File: config.mk
export PLATFORM = sky130hd
export DESIGN_NAME = security_association_table_core
export DESIGN_NICKNAME = d
export VERILOG_FILES = /design/src/hw/rtl/sat_pkg.sv /design/src/hw/rtl/security_association_table_core.sv /design/src/hw/rtl/sat_ram.sv
export SDC_FILE = /design/constraint.sdc
export NUM_CORES = 2
export LEC_CHECK = 0
export BUFFER_PORTS_ARGS = -buffer_cell sky130_fd_sc_hd__buf_2
export CORE_MARGIN = 3
export CORE_UTILIZATION = 45
export CTS_CLUSTER_SIZE = 10
export DETAILED_ROUTE_END_ITERATION = 10
export GPL_TIMING_DRIVEN = 0
export SETUP_SLACK_MARGIN = 0.5
export SLEW_MARGIN = 20
export SYNTH_ARGS = -nofsm -noshare
export SYNTH_HDL_FRONTEND = slang
export SYNTH_HIERARCHICAL = 1
export SYNTH_SLANG_ARGS = --single-unit
File: constraint.sdc
create_clock -name clk -period 18 [get_ports clk]
set_clock_uncertainty 0.05 [all_clocks]
set_input_delay 1.8 -clock clk [delete_from_list [all_inputs] [get_ports clk]]
set_output_delay 1.8 -clock clk [all_outputs]
set_load 0.005 [all_outputs]
File: src/hw/rtl/sat_pkg.sv
// ----------------------------------------------------------------------------
// Security association table package
// Operation and status codes, stored entry layout and sequencer states.
// ----------------------------------------------------------------------------
package sat_pkg;

  localparam int TABLE_DEPTH_DEFAULT = 16;

  localparam int OpW     = 2;
  localparam int StatusW = 2;
  localparam int IndexW  = 4;
  localparam int IpW     = 32;

  localparam logic [OpW-1:0] OP_INSERT_IN  = 2'd0;
  localparam logic [OpW-1:0] OP_INSERT_OUT = 2'd1;
  localparam logic [OpW-1:0] OP_LOOKUP_IN  = 2'd2;
  localparam logic [OpW-1:0] OP_LOOKUP_OUT = 2'd3;

  localparam logic [StatusW-1:0] STATUS_OK       = 2'd0;
  localparam logic [StatusW-1:0] STATUS_FULL     = 2'd1;
  localparam logic [StatusW-1:0] STATUS_MODE_REJ = 2'd2;
  localparam logic [StatusW-1:0] STATUS_MISS     = 2'd3;

  typedef struct packed {
    logic [IpW-1:0] src;
    logic [IpW-1:0] dst;
    logic [IpW-1:0] tun_src;
    logic [IpW-1:0] tun_dst;
    logic [IpW-1:0] spi;
    logic           inbound;
  } entry_t;

  typedef enum logic [1:0] {
    ST_IDLE,
    ST_SCAN,
    ST_DONE
  } state_t;

endpackage

File: src/hw/rtl/security_association_table_core.sv
// ----------------------------------------------------------------------------
// Security association table core
// Stores tunnel-mode ESP security associations and resolves lookups.
// ----------------------------------------------------------------------------
// An insert beat writes its entry on acceptance, when the table has room and
// modes_ok is set, and its result is then loaded into the result register. A
// lookup steps the single entry comparator through the table RAM one entry
// per cycle, newest first;
// a hit ends the scan early. Only one beat is in progress at a time, and the
// input is not ready while it is. The result register lets a new beat be taken
// while the previous result still waits downstream.
module security_association_table_core #(
  parameter int TABLE_DEPTH = sat_pkg::TABLE_DEPTH_DEFAULT
) (
  input  logic         clk,
  input  logic         rst,
  input  logic         s_axis_tvalid,
  output logic         s_axis_tready,
  // src_ip[31:0], dst_ip[63:32], tunnel_src[95:64], tunnel_dst[127:96],
  // spi[159:128], spi_present[160], modes_ok[161], zero fill[167:162]
  input  logic [167:0] s_axis_tdata,
  // operation[1:0]
  input  logic [1:0]   s_axis_tuser,
  output logic         m_axis_tvalid,
  input  logic         m_axis_tready,
  // entry_index[3:0], zero fill[7:4]
  output logic [7:0]   m_axis_tdata,
  // status[1:0]
  output logic [1:0]   m_axis_tuser
);

  localparam int AddrW  = (TABLE_DEPTH > 1) ? $clog2(TABLE_DEPTH) : 1;
  localparam int CountW = $clog2(TABLE_DEPTH + 1);
  localparam int EntryW = $bits(sat_pkg::entry_t);

  sat_pkg::state_t state, state_next;

  logic [CountW-1:0] entry_count;
  logic [AddrW-1:0]  scan_addr;
  logic [AddrW-1:0]  cmp_addr;
  logic              issue_more;
  logic              rd_vld;

  logic [sat_pkg::OpW-1:0] op;
  logic [31:0]             key_src;
  logic [31:0]             key_dst;
  logic [31:0]             key_spi;
  logic                    key_spi_on;

  logic [sat_pkg::StatusW-1:0] res_status;
  logic [sat_pkg::IndexW-1:0]  res_index;
  logic [sat_pkg::StatusW-1:0] out_status;
  logic [sat_pkg::IndexW-1:0]  out_index;
  logic                        out_valid;

  sat_pkg::entry_t wr_entry;
  sat_pkg::entry_t rd_entry;
  logic [EntryW-1:0] rd_raw;

  logic in_accept;
  logic in_insert;
  logic in_full;
  logic in_mode_ok;
  logic ram_we;
  logic load_out;
  logic lookup_in;
  logic sa_hit;
  logic tun_hit;
  logic entry_hit;
  logic scan_hit;
  logic scan_miss;

  assign in_accept  = s_axis_tvalid && s_axis_tready;
  assign in_insert  = (s_axis_tuser == sat_pkg::OP_INSERT_IN) ||
                      (s_axis_tuser == sat_pkg::OP_INSERT_OUT);
  assign in_full    = (entry_count == CountW'(TABLE_DEPTH));
  assign in_mode_ok = s_axis_tdata[161];

  always_comb begin
    wr_entry.src     = s_axis_tdata[31:0];
    wr_entry.dst     = s_axis_tdata[63:32];
    wr_entry.tun_src = s_axis_tdata[95:64];
    wr_entry.tun_dst = s_axis_tdata[127:96];
    wr_entry.spi     = s_axis_tdata[159:128];
    wr_entry.inbound = (s_axis_tuser == sat_pkg::OP_INSERT_IN);
  end

  sat_ram #(
    .WIDTH (EntryW),
    .DEPTH (TABLE_DEPTH)
  ) u_table (
    .clk   (clk),
    .we    (ram_we),
    .waddr (entry_count[AddrW-1:0]),
    .wdata (wr_entry),
    .raddr (scan_addr),
    .rdata (rd_raw)
  );

  assign rd_entry = sat_pkg::entry_t'(rd_raw);

  // shared entry comparator
  assign lookup_in = (op == sat_pkg::OP_LOOKUP_IN);
  assign sa_hit    = (rd_entry.src == key_src) && (rd_entry.dst == key_dst);
  assign tun_hit   = (rd_entry.tun_src == key_src) && (rd_entry.tun_dst == key_dst);
  always_comb begin
    if (rd_entry.inbound != lookup_in) begin
      entry_hit = 1'b0;
    end else if (lookup_in) begin
      entry_hit = (sa_hit || tun_hit) && (!key_spi_on || (rd_entry.spi == key_spi));
    end else begin
      entry_hit = sa_hit;
    end
  end

  assign scan_hit  = rd_vld && entry_hit;
  assign scan_miss = rd_vld && !entry_hit && (cmp_addr == '0);

  always_comb begin
    state_next = state;
    case (state)
      sat_pkg::ST_IDLE: begin
        if (in_accept) begin
          if (in_insert || (entry_count == '0)) begin
            state_next = sat_pkg::ST_DONE;
          end else begin
            state_next = sat_pkg::ST_SCAN;
          end
        end
      end
      sat_pkg::ST_SCAN: begin
        if (scan_hit || scan_miss) begin
          state_next = sat_pkg::ST_DONE;
        end
      end
      sat_pkg::ST_DONE: begin
        if (!out_valid || m_axis_tready) begin
          state_next = sat_pkg::ST_IDLE;
        end
      end
      default: state_next = sat_pkg::ST_IDLE;
    endcase
  end

  always_comb begin
    s_axis_tready = 1'b0;
    ram_we        = 1'b0;
    load_out      = 1'b0;
    case (state)
      sat_pkg::ST_IDLE: begin
        s_axis_tready = 1'b1;
        ram_we        = in_accept && in_insert && !in_full && in_mode_ok;
      end
      sat_pkg::ST_SCAN: begin
      end
      sat_pkg::ST_DONE: begin
        load_out = !out_valid || m_axis_tready;
      end
      default: begin
      end
    endcase
  end

  always_ff @(posedge clk) begin
    if (rst) begin
      state       <= sat_pkg::ST_IDLE;
      entry_count <= '0;
      issue_more  <= 1'b0;
      rd_vld      <= 1'b0;
      out_valid   <= 1'b0;
    end else begin
      state <= state_next;
      if (ram_we) begin
        entry_count <= entry_count + CountW'(1);
      end
      if (state == sat_pkg::ST_SCAN) begin
        rd_vld <= issue_more;
        if (scan_addr == '0) begin
          issue_more <= 1'b0;
        end
      end else begin
        rd_vld     <= 1'b0;
        issue_more <= in_accept && !in_insert && (entry_count != '0);
      end
      if (load_out) begin
        out_valid <= 1'b1;
      end else if (m_axis_tready) begin
        out_valid <= 1'b0;
      end
    end
  end

  always_ff @(posedge clk) begin
    if (in_accept) begin
      op         <= s_axis_tuser;
      key_src    <= s_axis_tdata[31:0];
      key_dst    <= s_axis_tdata[63:32];
      key_spi    <= s_axis_tdata[159:128];
      key_spi_on <= s_axis_tdata[160];
      scan_addr  <= AddrW'(entry_count - CountW'(1));
      res_index  <= '0;
      if (in_insert) begin
        if (in_full) begin
          res_status <= sat_pkg::STATUS_FULL;
        end else if (!in_mode_ok) begin
          res_status <= sat_pkg::STATUS_MODE_REJ;
        end else begin
          res_status <= sat_pkg::STATUS_OK;
          res_index  <= sat_pkg::IndexW'(entry_count[AddrW-1:0]);
        end
      end else begin
        res_status <= sat_pkg::STATUS_MISS;
      end
    end else if (state == sat_pkg::ST_SCAN) begin
      cmp_addr <= scan_addr;
      if (issue_more && (scan_addr != '0)) begin
        scan_addr <= scan_addr - AddrW'(1);
      end
      if (scan_hit) begin
        res_status <= sat_pkg::STATUS_OK;
        res_index  <= sat_pkg::IndexW'(cmp_addr);
      end
    end
    if (load_out) begin
      out_status <= res_status;
      out_index  <= res_index;
    end
  end

  assign m_axis_tvalid = out_valid;
  assign m_axis_tdata  = {4'b0000, out_index};
  assign m_axis_tuser  = out_status;

endmodule

File: src/hw/rtl/sat_ram.sv
// ----------------------------------------------------------------------------
// Generic simple dual-port RAM
// One write port, one read port with registered read data.
// ----------------------------------------------------------------------------
module sat_ram #(
  parameter int WIDTH = 8,
  parameter int DEPTH = 16,
  localparam int ADDR_W = (DEPTH > 1) ? $clog2(DEPTH) : 1
) (
  input  logic              clk,
  input  logic              we,
  input  logic [ADDR_W-1:0] waddr,
  input  logic [WIDTH-1:0]  wdata,
  input  logic [ADDR_W-1:0] raddr,
  output logic [WIDTH-1:0]  rdata
);

  logic [WIDTH-1:0] mem [DEPTH];

  always_ff @(posedge clk) begin
    if (we) begin
      mem[waddr] <= wdata;
    end
    rdata <= mem[raddr];
  end

endmodule

==> results.md <==
* Worst EP required at 18540 ps
* Via density at about 6
* GRT met2 Usage at 0.371
* Final Power at 0.0162 W
* Num ports at ~190
* Initial antenna violation count at 74
* Post-detail-place hpwl at a little under 200000 um
* Status: finished, final reports clean
* Area contributors post-synth: edfxtp_1 (76%), mux4_2 (13%), dfxtp_1 (3.2%), a22oi_1 (1.9%), xor2_1 (1.1%)
* Layout cell share with drive strength beyond 1 at 0.290
* Crit path cell chain: buf_2, nand2_1, inv_8, and3_1, buf_2, or3b_2, nor3_2, buf_6, buf_4, buf_4, buf_6, buf_4, buf_4, buf_4, buf_4, buf_6
* Total Wirelength at between 200000 and 300000 um
* Post-synthesis average cell area at ~23 sq um
* Pwr dens at about 130 nW/um^2
* Slew Limit Headroom at 0.196
* Leak Pwr at 40.3 nW
* Die ar. at ~240000 sq um
* CP max-delay cell: or3b_2
* Most frequent cells in the layout: edfxtp_1 (2695), mux4_2 (603), clkbuf_16 (347)
* Clk Latency, worst-skew pair at approximately 950 ps
* DP Area at roughly 110000 sq um
* DR iter-0 viols at between 5000 and 6000
* Critical Path Most Common Cell: buf_4
* Setup slack after placement at approximately 12000 ps
* Crit Path Max Fanout at 33
* Max clock buf depth at 4
* Min cycle time layout at about 5500 ps
* FILL cells at between 15000 and 20000
* Synth Warn # at 6
* Root cell of the clock tree: clkbuf_16
* Worst Path Buf+Inv at 12
* Final core occ at 0.534
* Largest net degree at the start of global routing at 70
* Post-DRT Antenna Nets at 0
* Crit end category: register
* Period utilization at 0.303
* Max frequency at 0.183 GHz
* Main synth FF type: edfxtp_1
* Die outline width at 491 um
* Sequential area share after synthesis at 0.796
* Post-Syn Instances at between 4000 and 5000
* Synth-to-layout area growth at 17.6%
* Top Usage Layer GRT: met2
* Port buffer count at ~180
* Clock Sinks at 2866
* Synth Area in XOR/XNOR at 0.0128
* # hold bufs at CTS at 0
* Peak VDD IR at between 0.09 and 0.1 mV
* Complex-gate fraction of the synthesized area at 0.0262
* Hold crit path type: reg -> reg
* Total global routing track utilization at 0.238
* Slew @ Worst Pin at between 1000 and 1500 ps
* CP startpoint kind: input pin
* Met1 Usage GRT at 0.335
* Post-synthesis adder-cell area fraction at 0.000354
* EDFF count, synth at 2695
* DRC at 0
* Most common library cell in the layout ignoring fill and taps: edfxtp_1
* CORE AREA at roughly 230000 sq um
* Pre-antenna DRT Iters at 5
* CP delay by family, top: buffers and inverters
* Register area at about 84000 sq um
* Post-synthesis mux area share at 0.139
* PostCTS Resize Cnt at 0
* Yosys reg bits at between 2000 and 3000
* Final Hold Viols at 0
* Synth area leader: edfxtp_1
* RSZ-0062 raised after global routing: false
* Number of global-route vias before repair at roughly 52000
* Die Span Y at about 490 um
* CP max stage delay at approximately 600 ps
* Routability cong. at a little over 0.8
* Num CTS Buffers at 340
* GRT overflow at 0
* CTS tree: built
* Nets at 5591
* Synth unique cells at slightly above 50
* Final WS setup at approximately 13000 ps
* Via count at 52100
* Routed WL per cell at 32.6 um
* Yosys top cell area share at 0.764
* Post-synthesis cell area at ~110000 sq um
* Crit path kind: in -> reg
* Setup violators final at 0
* Pins over their slew limit at 0
* Largest family of logic cells by synthesized area: multiplexers
* Critical Path AT at 6000 ps
* Fin area at 125000 sq um
* Row count at between 150 and 200
* Setup Buffers After CTS at 0
* Synth async-reset ratio at 0
* Total negative setup slack at 0 ps
* Simple-Gate Fraction of Synth Area at 0.0141
* Met3 usage at 0.0566
* Clock transition at path regs at about 50 ps
* Max-cap violations at 0
* Starting Density at 0.454
* Htree depth at 5
* First-pass GRT wire length at roughly 400000 um
* Multi-input logic area at a little over 20000 sq um
## metrics by stage
step | instances | hold WS (ps)
global route | 8785 | 371
CTS | 8780 | 367
floorplan | 4652 | 350
finish | 8809 | 365
global placement | 7959 | 358
detailed placement | 8203 | 355
## sequential cells by signal, summed over array words and instances, names as in the netlist, 4 cells and up
signal and flops:
cmp_addr 4, entry_count 5, key_dst 32, key_spi 32, key_src 32, out_index 4, res_index 4, scan_addr 4
u_table/mem 2576, u_table/rdata 161
## cells by family after synthesis
| kind of cell | count (synthesis) |
|---|---|
| DFF | 2866 |
| and+or+nand+nor | 300 |
| muxes | 709 |
| adders and majority gates | 3 |
| other | 1 |
| buffers and inverters | 246 |
| AOI/OAI and AO/OA | 369 |
| xor gates and xnor gates | 155 |
## final timing paths
check	start	to	slack, ps	cells past startpoint
worst max-delay path	s_axis_tvalid	u_table/mem[0][88]$_DFFE_PP_	12540	16
worst max register to register	entry_count[0]$_SDFFE_PP0P_	u_table/mem[0][88]$_DFFE_PP_	12880	18
worst min-delay path	res_index[1]$_DFFE_PP_	out_index[1]$_DFFE_PP_	370	0
worst min register to register	res_index[1]$_DFFE_PP_	out_index[1]$_DFFE_PP_	370	0
## layer usage
layer | up-vias | wire length, um
li1 | 21200 | -
met1 | 28200 | 117000
met2 | 2280 | 136000
met3 | 511 | 25400
met4 | 26 | 8810
met5 | - | 170
## area by class of cell
type                       count  area share
buffer                       231     0.00957
inverter                      15    0.000512
timing repair buffer         420      0.0388
multi-input combinational   1540       0.165
antenna                       28    0.000562
tap                         3132      0.0314
clock buffer                 565      0.0766
clock inverter                12    0.000793
sequential                  2866       0.677
## power by group
group	leakage (nW)	switching [W]	internal, W
clock	4.60	0.00249	0.00358
sequential	25.8	0.000244	0.00754
combinational	9.91	0.00148	0.000836
total	40.3	0.00421	0.0120
## Yosys cell counts (30+ instances only)
master and instances:
edfxtp_1 2695, mux2i_1 30, mux2_2 76, a22oi_1 275
nor4_1 35, dfxtp_1 171, xor2_1 131, nand2_1 131
mux4_2 603, buf_2 105, nor2_1 31, clkbuf_1 88
nor2b_1 40
Note: power is estimated with default switching activity, not from simulation.
